`src/design/rsa_me_pkg.sv`:
```
package rsa_me_pkg;

  // configuration register indexes
  localparam logic [1:0] CfgModulus  = 2'd0;
  localparam logic [1:0] CfgEncExp   = 2'd1;
  localparam logic [1:0] CfgDecExp   = 2'd2;
  localparam logic [1:0] CfgOffset   = 2'd3;

  // register values after reset
  localparam int unsigned ModulusRst = 1003;
  localparam int unsigned EncExpRst  = 3;
  localparam int unsigned DecExpRst  = 619;
  localparam logic [7:0]  OffsetRst  = 8'd96;

  // input action codes
  localparam logic ActEncrypt = 1'b0;
  localparam logic ActDecrypt = 1'b1;

  // status of the serial modular multiplier
  typedef struct packed {
    logic busy;
    logic done;
  } mul_stat_t;

endpackage

```
`src/design/rsa_me_mulmod.sv`:
```
module rsa_me_mulmod #(
  parameter int unsigned WORD_BITS = 16,
  parameter int unsigned A_BITS    = 16
) (
  input  logic                   clk_i,
  input  logic                   rst_ni,
  input  logic                   start_i,
  input  logic [A_BITS-1:0]      a_i,
  input  logic [WORD_BITS-1:0]   b_i,
  input  logic [WORD_BITS-1:0]   n_i,
  output logic [WORD_BITS-1:0]   result_o,
  output rsa_me_pkg::mul_stat_t  stat_o
);

  localparam int unsigned CntBits = $clog2(A_BITS + 1);

  logic [A_BITS-1:0]    a_q;
  logic [WORD_BITS-1:0] b_q;
  logic [WORD_BITS-1:0] acc_q, acc_d;
  logic [CntBits-1:0]   cnt_q;
  logic                 busy_q, done_q;

  logic [WORD_BITS:0]   dbl, dbl_red, sum, sum_red;

  // one bit of a per cycle, msb first: acc = 2*acc + bit*b, kept below n
  always_comb begin
    dbl     = {acc_q, 1'b0};
    dbl_red = (dbl >= {1'b0, n_i}) ? dbl - {1'b0, n_i} : dbl;
    sum     = {1'b0, dbl_red[WORD_BITS-1:0]} + (a_q[A_BITS-1] ? {1'b0, b_q} : '0);
    sum_red = (sum >= {1'b0, n_i}) ? sum - {1'b0, n_i} : sum;
    acc_d   = sum_red[WORD_BITS-1:0];
  end

  always_ff @(posedge clk_i or negedge rst_ni) begin
    if (!rst_ni) begin
      busy_q <= 1'b0;
      done_q <= 1'b0;
      cnt_q  <= '0;
    end else begin
      done_q <= 1'b0;
      if (start_i) begin
        busy_q <= 1'b1;
        cnt_q  <= CntBits'(A_BITS);
      end else if (busy_q) begin
        cnt_q <= cnt_q - 1'b1;
        if (cnt_q == CntBits'(1)) begin
          busy_q <= 1'b0;
          done_q <= 1'b1;
        end
      end
    end
  end

  always_ff @(posedge clk_i) begin
    if (start_i) begin
      a_q   <= a_i;
      b_q   <= b_i;
      acc_q <= '0;
    end else if (busy_q) begin
      a_q   <= {a_q[A_BITS-2:0], 1'b0};
      acc_q <= acc_d;
    end
  end

  assign result_o    = acc_q;
  assign stat_o.busy = busy_q;
  assign stat_o.done = done_q;

endmodule

```
`src/design/rsa_modular_exponentiation.sv`:
```
// channel   direction  fields                  handshake
// in        input      action_i, value_i       in_valid_i / in_ready_o
// out       output     residue_o, out_byte_o   out_valid_o / out_ready_i
// cfg       input      cfg_idx_i, cfg_data_i   cfg_we_i, no wait
//
// one transaction at a time; every multiply and the input reduction run through a
// bit-serial modular multiplier, one operand bit per cycle; a transaction runs the
// reduction and up to 2 * WORD_BITS - 1 multiplies; modulus below two returns at once
// reset is asynchronous, active low, and loads the default key registers
// a result waits in the output register; the next transaction is taken meanwhile
module rsa_modular_exponentiation #(
  parameter int unsigned WORD_BITS = 16
) (
  input  logic                                     clk_i,
  input  logic                                     rst_ni,
  input  logic                                     in_valid_i,
  output logic                                     in_ready_o,
  input  logic                                     action_i,
  input  logic [WORD_BITS-1:0]                     value_i,
  output logic                                     out_valid_o,
  input  logic                                     out_ready_i,
  output logic [WORD_BITS-1:0]                     residue_o,
  output logic [7:0]                               out_byte_o,
  input  logic                                     cfg_we_i,
  input  logic [1:0]                               cfg_idx_i,
  input  logic [((WORD_BITS > 8) ? WORD_BITS : 8)-1:0] cfg_data_i
);

  localparam int unsigned ABits = (WORD_BITS > 8) ? WORD_BITS : 8;

  localparam logic [2:0] SIdle = 3'd0;
  localparam logic [2:0] SRed  = 3'd1;
  localparam logic [2:0] SFix  = 3'd2;
  localparam logic [2:0] SBit  = 3'd3;
  localparam logic [2:0] SMul  = 3'd4;
  localparam logic [2:0] SSqr  = 3'd5;
  localparam logic [2:0] SDone = 3'd6;

  logic [WORD_BITS-1:0] modulus_q, enc_exp_q, dec_exp_q;
  logic [7:0]           offset_q;

  logic [2:0]           state_q;
  logic                 start_q;
  logic [ABits-1:0]     op_a_q;
  logic [WORD_BITS-1:0] op_b_q;
  logic [WORD_BITS-1:0] base_q, acc_q, exp_q;
  logic                 neg_q;
  logic                 out_valid_q;
  logic [WORD_BITS-1:0] residue_q;
  logic [7:0]           out_byte_q;

  logic [WORD_BITS-1:0]  mul_res;
  rsa_me_pkg::mul_stat_t mul_stat;

  logic                 accept;
  logic [ABits-1:0]     val_ext, off_ext, diff;
  logic                 val_ge;
  logic                 out_free;

  assign accept   = in_valid_i && in_ready_o;
  assign out_free = !out_valid_q || out_ready_i;

  // distance of value and offset (decrypt: value); sign is handled after reduction
  always_comb begin
    val_ext = ABits'(value_i);
    off_ext = ABits'(offset_q);
    val_ge  = val_ext >= off_ext;
    if (action_i == rsa_me_pkg::ActDecrypt) begin
      diff = val_ext;
    end else if (val_ge) begin
      diff = val_ext - off_ext;
    end else begin
      diff = off_ext - val_ext;
    end
  end

  always_ff @(posedge clk_i or negedge rst_ni) begin
    if (!rst_ni) begin
      modulus_q <= WORD_BITS'(rsa_me_pkg::ModulusRst);
      enc_exp_q <= WORD_BITS'(rsa_me_pkg::EncExpRst);
      dec_exp_q <= WORD_BITS'(rsa_me_pkg::DecExpRst);
      offset_q  <= rsa_me_pkg::OffsetRst;
    end else if (cfg_we_i) begin
      case (cfg_idx_i)
        rsa_me_pkg::CfgModulus: modulus_q <= cfg_data_i[WORD_BITS-1:0];
        rsa_me_pkg::CfgEncExp:  enc_exp_q <= cfg_data_i[WORD_BITS-1:0];
        rsa_me_pkg::CfgDecExp:  dec_exp_q <= cfg_data_i[WORD_BITS-1:0];
        rsa_me_pkg::CfgOffset:  offset_q  <= cfg_data_i[7:0];
        default: ;
      endcase
    end
  end

  always_ff @(posedge clk_i or negedge rst_ni) begin
    if (!rst_ni) begin
      state_q     <= SIdle;
      start_q     <= 1'b0;
      out_valid_q <= 1'b0;
    end else begin
      start_q <= 1'b0;
      if (out_valid_q && out_ready_i) begin
        out_valid_q <= 1'b0;
      end
      case (state_q)
        SIdle: begin
          if (accept) begin
            if (modulus_q < WORD_BITS'(2)) begin
              state_q <= SDone;
            end else begin
              start_q <= 1'b1;
              state_q <= SRed;
            end
          end
        end
        SRed: begin
          if (mul_stat.done) begin
            state_q <= SFix;
          end
        end
        SFix: state_q <= SBit;
        SBit: begin
          if (exp_q == '0) begin
            state_q <= SDone;
          end else begin
            start_q <= 1'b1;
            state_q <= exp_q[0] ? SMul : SSqr;
          end
        end
        SMul: begin
          if (mul_stat.done) begin
            if (exp_q[WORD_BITS-1:1] == '0) begin
              state_q <= SBit;
            end else begin
              start_q <= 1'b1;
              state_q <= SSqr;
            end
          end
        end
        SSqr: begin
          if (mul_stat.done) begin
            state_q <= SBit;
          end
        end
        SDone: begin
          if (out_free) begin
            out_valid_q <= 1'b1;
            state_q     <= SIdle;
          end
        end
        default: state_q <= SIdle;
      endcase
    end
  end

  // operands and working values
  always_ff @(posedge clk_i) begin
    case (state_q)
      SIdle: begin
        if (accept) begin
          op_a_q <= diff;
          op_b_q <= WORD_BITS'(1);
          acc_q  <= (modulus_q < WORD_BITS'(2)) ? '0 : WORD_BITS'(1);
          neg_q  <= (action_i == rsa_me_pkg::ActEncrypt) && !val_ge;
          exp_q  <= (action_i == rsa_me_pkg::ActDecrypt) ? dec_exp_q : enc_exp_q;
        end
      end
      SRed: begin
        if (mul_stat.done) begin
          base_q <= mul_res;
        end
      end
      SFix: begin
        // negative difference: true modulo
        if (neg_q && base_q != '0) begin
          base_q <= modulus_q - base_q;
        end
      end
      SBit: begin
        if (exp_q[0]) begin
          op_a_q <= ABits'(acc_q);
          op_b_q <= base_q;
        end else begin
          op_a_q <= ABits'(base_q);
          op_b_q <= base_q;
        end
      end
      SMul: begin
        if (mul_stat.done) begin
          acc_q  <= mul_res;
          op_a_q <= ABits'(base_q);
          op_b_q <= base_q;
          if (exp_q[WORD_BITS-1:1] == '0) begin
            exp_q <= '0;
          end
        end
      end
      SSqr: begin
        if (mul_stat.done) begin
          base_q <= mul_res;
          exp_q  <= exp_q >> 1;
        end
      end
      SDone: begin
        if (out_free) begin
          residue_q  <= acc_q;
          out_byte_q <= 8'(acc_q) + offset_q;
        end
      end
      default: ;
    endcase
  end

  rsa_me_mulmod #(
    .WORD_BITS (WORD_BITS),
    .A_BITS    (ABits)
  ) u_mulmod (
    .clk_i    (clk_i),
    .rst_ni   (rst_ni),
    .start_i  (start_q),
    .a_i      (op_a_q),
    .b_i      (op_b_q),
    .n_i      (modulus_q),
    .result_o (mul_res),
    .stat_o   (mul_stat)
  );

  assign in_ready_o  = (state_q == SIdle);
  assign out_valid_o = out_valid_q;
  assign residue_o   = residue_q;
  assign out_byte_o  = out_byte_q;

  // multiplier finishes only while the sequencer waits for it
  a_done_in_wait: assert property (@(posedge clk_i) disable iff (!rst_ni)
    mul_stat.done |-> (state_q == SRed || state_q == SMul || state_q == SSqr))
    else $error("multiplier done outside a wait state");

  // no new multiply is launched while one is running
  a_no_overlap: assert property (@(posedge clk_i) disable iff (!rst_ni)
    start_q |-> !mul_stat.busy)
    else $error("multiply started while busy");

  // an accepted transaction leaves idle
  a_accept_leaves_idle: assert property (@(posedge clk_i) disable iff (!rst_ni)
    accept |=> state_q != SIdle)
    else $error("accepted transaction left sequencer idle");

  // a squaring consumes one exponent bit
  a_exp_shift: assert property (@(posedge clk_i) disable iff (!rst_ni)
    (state_q == SSqr && mul_stat.done) |=> exp_q == ($past(exp_q) >> 1))
    else $error("exponent not shifted after squaring");

  // result is only loaded when the output register is free
  a_out_free: assert property (@(posedge clk_i) disable iff (!rst_ni)
    (state_q == SDone && out_valid_q && !out_ready_i) |=> state_q == SDone)
    else $error("result overwrote a pending transaction");

endmodule
```
`config.mk`:
```
export PLATFORM = sky130hd
export DESIGN_NAME = rsa_modular_exponentiation
export DESIGN_NICKNAME = d
export VERILOG_FILES = /design/src/design/rsa_me_pkg.sv /design/src/design/rsa_me_mulmod.sv /design/src/design/rsa_modular_exponentiation.sv
export SDC_FILE = /design/constraint.sdc
export NUM_CORES = 1
export LEC_CHECK = 0
export BUFFER_PORTS_ARGS = -buffer_cell sky130_fd_sc_hd__buf_2
export CORE_MARGIN = 10
export CORE_UTILIZATION = 25
export DETAILED_ROUTE_END_ITERATION = 8
export PLACE_DENSITY = 0.48
export SYNTH_ARGS = -nofsm -noshare
export SYNTH_HDL_FRONTEND = slang
export SYNTH_HIERARCHICAL = 1
export SYNTH_SLANG_ARGS = --single-unit
export TNS_END_PERCENT = 10
```
`constraint.sdc`:
```
create_clock -name clk_i -period 7 [get_ports clk_i]
set_input_delay 1.05 -clock clk_i [delete_from_list [all_inputs] [get_ports clk_i]]
set_output_delay 1.05 -clock clk_i [all_outputs]
set_load 0.02 [all_outputs]
```
# ---- Word level (Yosys, flattened, before mapping)
# Index checks and enable logic that the tools add are counted.
dict set report op_classes {
  addsub 8
  n_lt_le_gt_ge 4
  eq_ne 18
  mux 52
  n_bitwise 1
  reduce_logical 29
}
# op n
set op_table {}
lappend op_table {{2-to-1 mux 16 bit} 19}
lappend op_table {{case mux 16 bit (3 select lines)} 3}
lappend op_table {{case mux 16 bit (2 select lines)} 2}
lappend op_table {{subtractor 16 bit} 3}
lappend op_table {{greater-or-equal comparator 17 x 16 -> 1 bit} 2}
lappend op_table {{2-to-1 mux 3 bit} 7}
lappend op_table {{case mux 3 bit (7 select lines)} 1}
lappend op_table {{adder 16 x 16 -> 17 bit} 1}
lappend op_table {{greater-or-equal comparator 16 x 8 -> 1 bit} 1}
lappend op_table {{logical NOT 16 bit} 1}
lappend op_table {{< comparator 16 x 2 -> 1 bit, second input constant} 1}
lappend op_table {{2-to-1 mux 1 bit} 16}
lappend op_table {{nonzero test 16 bit} 1}
lappend op_table {{subtractor 16 x 8 -> 16 bit} 1}
lappend op_table {{subtractor 8 x 16 -> 16 bit} 1}
lappend op_table {{logical NOT 15 bit} 1}
lappend op_table {{AND reduction 2 bit} 6}
lappend op_table {{2-to-1 mux 5 bit} 2}
lappend op_table {{inequality test 2 x 1 -> 1 bit, second input constant} 5}
lappend op_table {{AND reduction 5 bit} 2}
lappend op_table {{equality test 3 bit, second input constant} 3}
lappend op_table {{AND reduction 3 bit} 3}
lappend op_table {{adder 8 bit} 1}
lappend op_table {{equality test 3 x 2 -> 1 bit, second input constant} 2}
lappend op_table {{other kinds (17)} 27}
dict set report totals {
  ff_bits 221
  out_inout_bits 26
  word_cells 133
}

# ---- Longest topological paths before layout
dict set report logic_depth {
  depth_word 5
  mapped_depth 27
}

# ---- By module
# The synthesis kept the hierarchy.
# module n_inst cells_per_inst area_per_inst_um2
set modules_own_cells {}
lappend modules_own_cells {rsa_modular_exponentiation 1 764 8794.7}
lappend modules_own_cells {rsa_me_mulmod 1 527 4823.4}

# ---- Least setup slack after synthesis
# No wires, ideal clock.
dict set report synth_timing {
  path_kind {reg2reg}
  from {reg modulus_q[1]}
  to {reg u_mulmod.acc_q[0] (netlist: u_mulmod/result_o[0])}
  setup_time_ns 0.086
  arrival_ns 6.291
  path_slack_ns 0.624
  path_stages_with_launch 25
  n_path_buf 2
  period_less_slack_ns 6.376
  cell_sequence {dfstp_2 inv_1 ha_1 nand2b_1 a21oi_1 nor4_1 o31ai_2 a31oi_1 a31o_2 buf_2 mux2_2 ha_1 a21o_1 a21o_1 or4b_1 a31oi_1 xnor2_1 ha_1 clkbuf_1 and4_1 a31o_2 a21o_1 a211oi_4 mux2_2 a211oi_1}
}
dict set report synth_between {
  elab_chain_len 5
  word_cells_on_any_way 7
}
# element line
set synth_rtl {}
lappend synth_rtl {{from (decl)} rsa_modular_exponentiation.sv:39} ;# logic [WORD_BITS-1:0] modulus_q, enc_exp_q, dec_exp_q;
lappend synth_rtl {{from (signal assigned)} rsa_modular_exponentiation.sv:79} ;# modulus_q <= WORD_BITS'(rsa_me_pkg::ModulusRst);
lappend synth_rtl {{from (signal assigned)} rsa_modular_exponentiation.sv:85} ;# rsa_me_pkg::CfgModulus: modulus_q <= cfg_data_i[WORD_BITS-1:0];
lappend synth_rtl {{greater-or-equal comparator 17 x 16 -> 1 bit or subtractor 16 bit (tied branches)} rsa_me_mulmod.sv:28} ;# dbl_red = (dbl >= {1'b0, n_i}) ? dbl - {1'b0, n_i} : dbl;
lappend synth_rtl {{2-to-1 mux 16 bit} rsa_me_mulmod.sv:28}
lappend synth_rtl {{adder 16 x 16 -> 17 bit} rsa_me_mulmod.sv:29} ;# sum = {1'b0, dbl_red[WORD_BITS-1:0]} + (a_q[A_BITS-1] ? {1'b0, b_q} : '0);
lappend synth_rtl {{subtractor 16 bit or greater-or-equal comparator 17 x 16 -> 1 bit (tied branches)} rsa_me_mulmod.sv:30} ;# sum_red = (sum >= {1'b0, n_i}) ? sum - {1'b0, n_i} : sum;
lappend synth_rtl {{2-to-1 mux 16 bit (*)} rsa_me_mulmod.sv:30}
lappend synth_rtl {{to (signal assigned)} rsa_me_mulmod.sv:58} ;# acc_q <= '0;
lappend synth_rtl {{to (signal assigned)} rsa_me_mulmod.sv:61} ;# acc_q <= acc_d;
lappend synth_rtl {{to (decl)} rsa_me_mulmod.sv:19} ;# logic [WORD_BITS-1:0] acc_q, acc_d;
# Mark *: on every way between the ends. The rest lies on a longest branch, timed or not.
# A chain may end at the register's enable or synchronous reset.

# ---- Worst setup path after layout
dict set report layout_timing {
  from {reg modulus_q[1]}
  to {reg u_mulmod.acc_q[14] (netlist: u_mulmod/result_o[14])}
}
dict set report layout_between {
  elab_chain_len 5
  word_cells_on_any_way 7
}
# element line
set layout_rtl {}
lappend layout_rtl {{subtractor 16 bit or greater-or-equal comparator 17 x 16 -> 1 bit (tied branches)} rsa_me_mulmod.sv:28}
lappend layout_rtl {{2-to-1 mux 16 bit} rsa_me_mulmod.sv:28}
lappend layout_rtl {{adder 16 x 16 -> 17 bit} rsa_me_mulmod.sv:29}
lappend layout_rtl {{subtractor 16 bit or greater-or-equal comparator 17 x 16 -> 1 bit (tied branches)} rsa_me_mulmod.sv:30}
lappend layout_rtl {{2-to-1 mux 16 bit (*)} rsa_me_mulmod.sv:30}
# Marks and branches as above.

==> results_dict.tcl <==
set metrics [dict create \
    status "finished, final reports clean" \
    nets 1500 \
    antenna_found_initial 1 \
    die_area_um2 64180 \
    n_antenna_cell 0 \
    ant_nets 0 \
    drc 0 \
    cts-root-buf "clkbuf_16" \
    port_buffers 65 \
    post-route-period-util 0.9567 \
    finalCriticalPeriod_ns 6.697 \
    syn_nets 1425 \
    place_congestion 0.8746 \
    die_w_um 253.3 \
    grt_max_degree 69 \
    cts_tree "built" \
    place_hpwl_um 30240 \
    yosys_warnings 6 \
    vias 10280 \
    fin_hold_ws_ns 0.4179 \
    instances_no_fill 2083 \
    wl_um 39710 \
    gr-usage-all-layers 0.1226 \
    htreeDepth 1 \
    cp-start-kind "flop" \
    boundaryPins 66 \
    setup_tns_ns 0 \
    setup_violations 0 \
    dp.cells 2029 \
    drive_gt1_frac 0.1975 \
    start_util 0.2529 \
    cts.sinks 221 \
    via_per_inst 4.933 \
    hold_viol 0 \
    min-delay-start "op_b_q[12]" \
    arrival_ns 7.14 \
    path_clk_slew_ns 0.06 \
    fmax_ghz 0.1493 \
    relSlewSlack 0.1672 \
    crit_path_start "modulus_q[1]" \
    drv_cap 0 \
    clock_latency_ns 0.57 \
    die_h_um 253.3 \
    layout_commonest_cell "edfxtp_1" \
    grt_pass1_vias 10340 \
    fp-row-count 85 \
    r2r-start "modulus_q[1]" \
    rsz0062_at_grt "false" \
    cp-end-kind "flop" \
    hold_class "reg -> reg" \
    syn_avg_cell_area_um2 10.55 \
    final_max_slew_viol_count 0 \
    grt_remaining_overflow 0 \
    core_um2 53810 \
    tightest_slew_ns 1.245 \
    cts_inserted_buffers 28 \
    postLayoutCoreUtil 0.2936 \
    clock_skew_ns 0.02728 \
    worstPathRequired_ns 7.45 \
    drt_iter0_drc 779 \
    grt_pass1_wl_um 61950 \
    crit_type "reg -> reg" \
    post_drt_wl_per_cell_um 19.06 \
    final_cell_mix "137 x edfxtp_1, 105 x nor2_1, 88 x ha_1, 85 x mux2_2, 84 x nand2_1" \
    drt_pass1_iterations 5 \
    area_delta_synth_final_pct 16.09 \
    clock_path_buffers 3 \
    synthCells 1290 \
    path_max_fanout 9 \
    mappedNetlistArea_um2 13610 \
]
-- cell type report --
cell class | count | area (µm²)
clock buffer | 33 | 739.5
clock inverter | 19 | 197.7
fill | 5644 | 38010
inverter | 75 | 281.5
multi-input combinational | 950 | 7046
sequential | 221 | 6160
tap | 696 | 870.8
timing repair buffer | 89 | 505.5
-- path summary, 6_finish.rpt --
| path | slack (ns) | cells after the start | end |
|---|---|---|---|
| max in group asynchronous | 5.65 | 2 | start_q |
| hold / removal | 0.42 | 0 | u_mulmod/b_q[12] |
| min in group asynchronous | 0.65 | 2 | u_mulmod/cnt_q[0] |
| setup / recovery | 0.30 | 23 | u_mulmod/result_o[14] |
| hold reg to reg | 0.42 | 0 | u_mulmod/b_q[12] |
| setup reg to reg | 0.30 | 23 | u_mulmod/result_o[14] |
-- through the flow --
step	setup slack, ns	cell area [µm²]
floorplan	0.6236	13610
global placement	0.2252	14800
detailed placement	0.09326	14800
CTS	0.009906	15740
global route	0.005898	15800
finish	0.3028	15800
-- flip-flops by register name, indices dropped and copies added (netlist names), 5 cells and up --
signal and count:
base_q 16, out_byte_o 8, offset_q 8, residue_o 16, u_mulmod/result_o 16, dec_exp_q 16
u_mulmod/cnt_q 5, enc_exp_q 16, op_b_q 16, u_mulmod/a_q 16, exp_q 16, modulus_q 16
op_a_q 16, acc_q 16, u_mulmod/b_q 16
-- worst max-delay path, stage by stage (launching register included) --
cell and delay (ns):
dfstp_2 0.58, inv_1 0.14, ha_1 0.34, nand2b_1 0.12, a21oi_2 0.09, nor4_2 0.25, o31ai_2 0.15, a31oi_2 0.34
a31o_4 0.28, mux2_2 0.35, ha_1 0.38, o21ai_0 0.34, nor4b_2 0.12, or4b_1 0.60, a31oi_1 0.25, xnor2_1 0.20
ha_1 0.39, and4_1 0.27, a31o_2 0.20, a21o_1 0.23, a211oi_4 0.36, buf_4 0.22, nor4_1 0.08, a2111oi_2 0.28
-- what timing repair did --
item	in CTS	in global routing
hold buffers	0	0
resized for setup	0	8
setup buffers	0	2
endpoints found under the setup margin	0	16
-- per-layer routing --
| layer | vias up | GRT usage | wire (µm) |
|---|---|---|---|
| met5 | - | 0 | 7 |
| met4 | 2 | 0.04061 | 1281 |
| met3 | 67 | 0.01784 | 1934 |
| met2 | 271 | 0.1976 | 18150 |
| met1 | 5013 | 0.1650 | 18340 |
| li1 | 4923 | - | - |
Power is not shown: default switching activity piles up to over one toggle a cycle in this logic, so the estimate is an artifact.
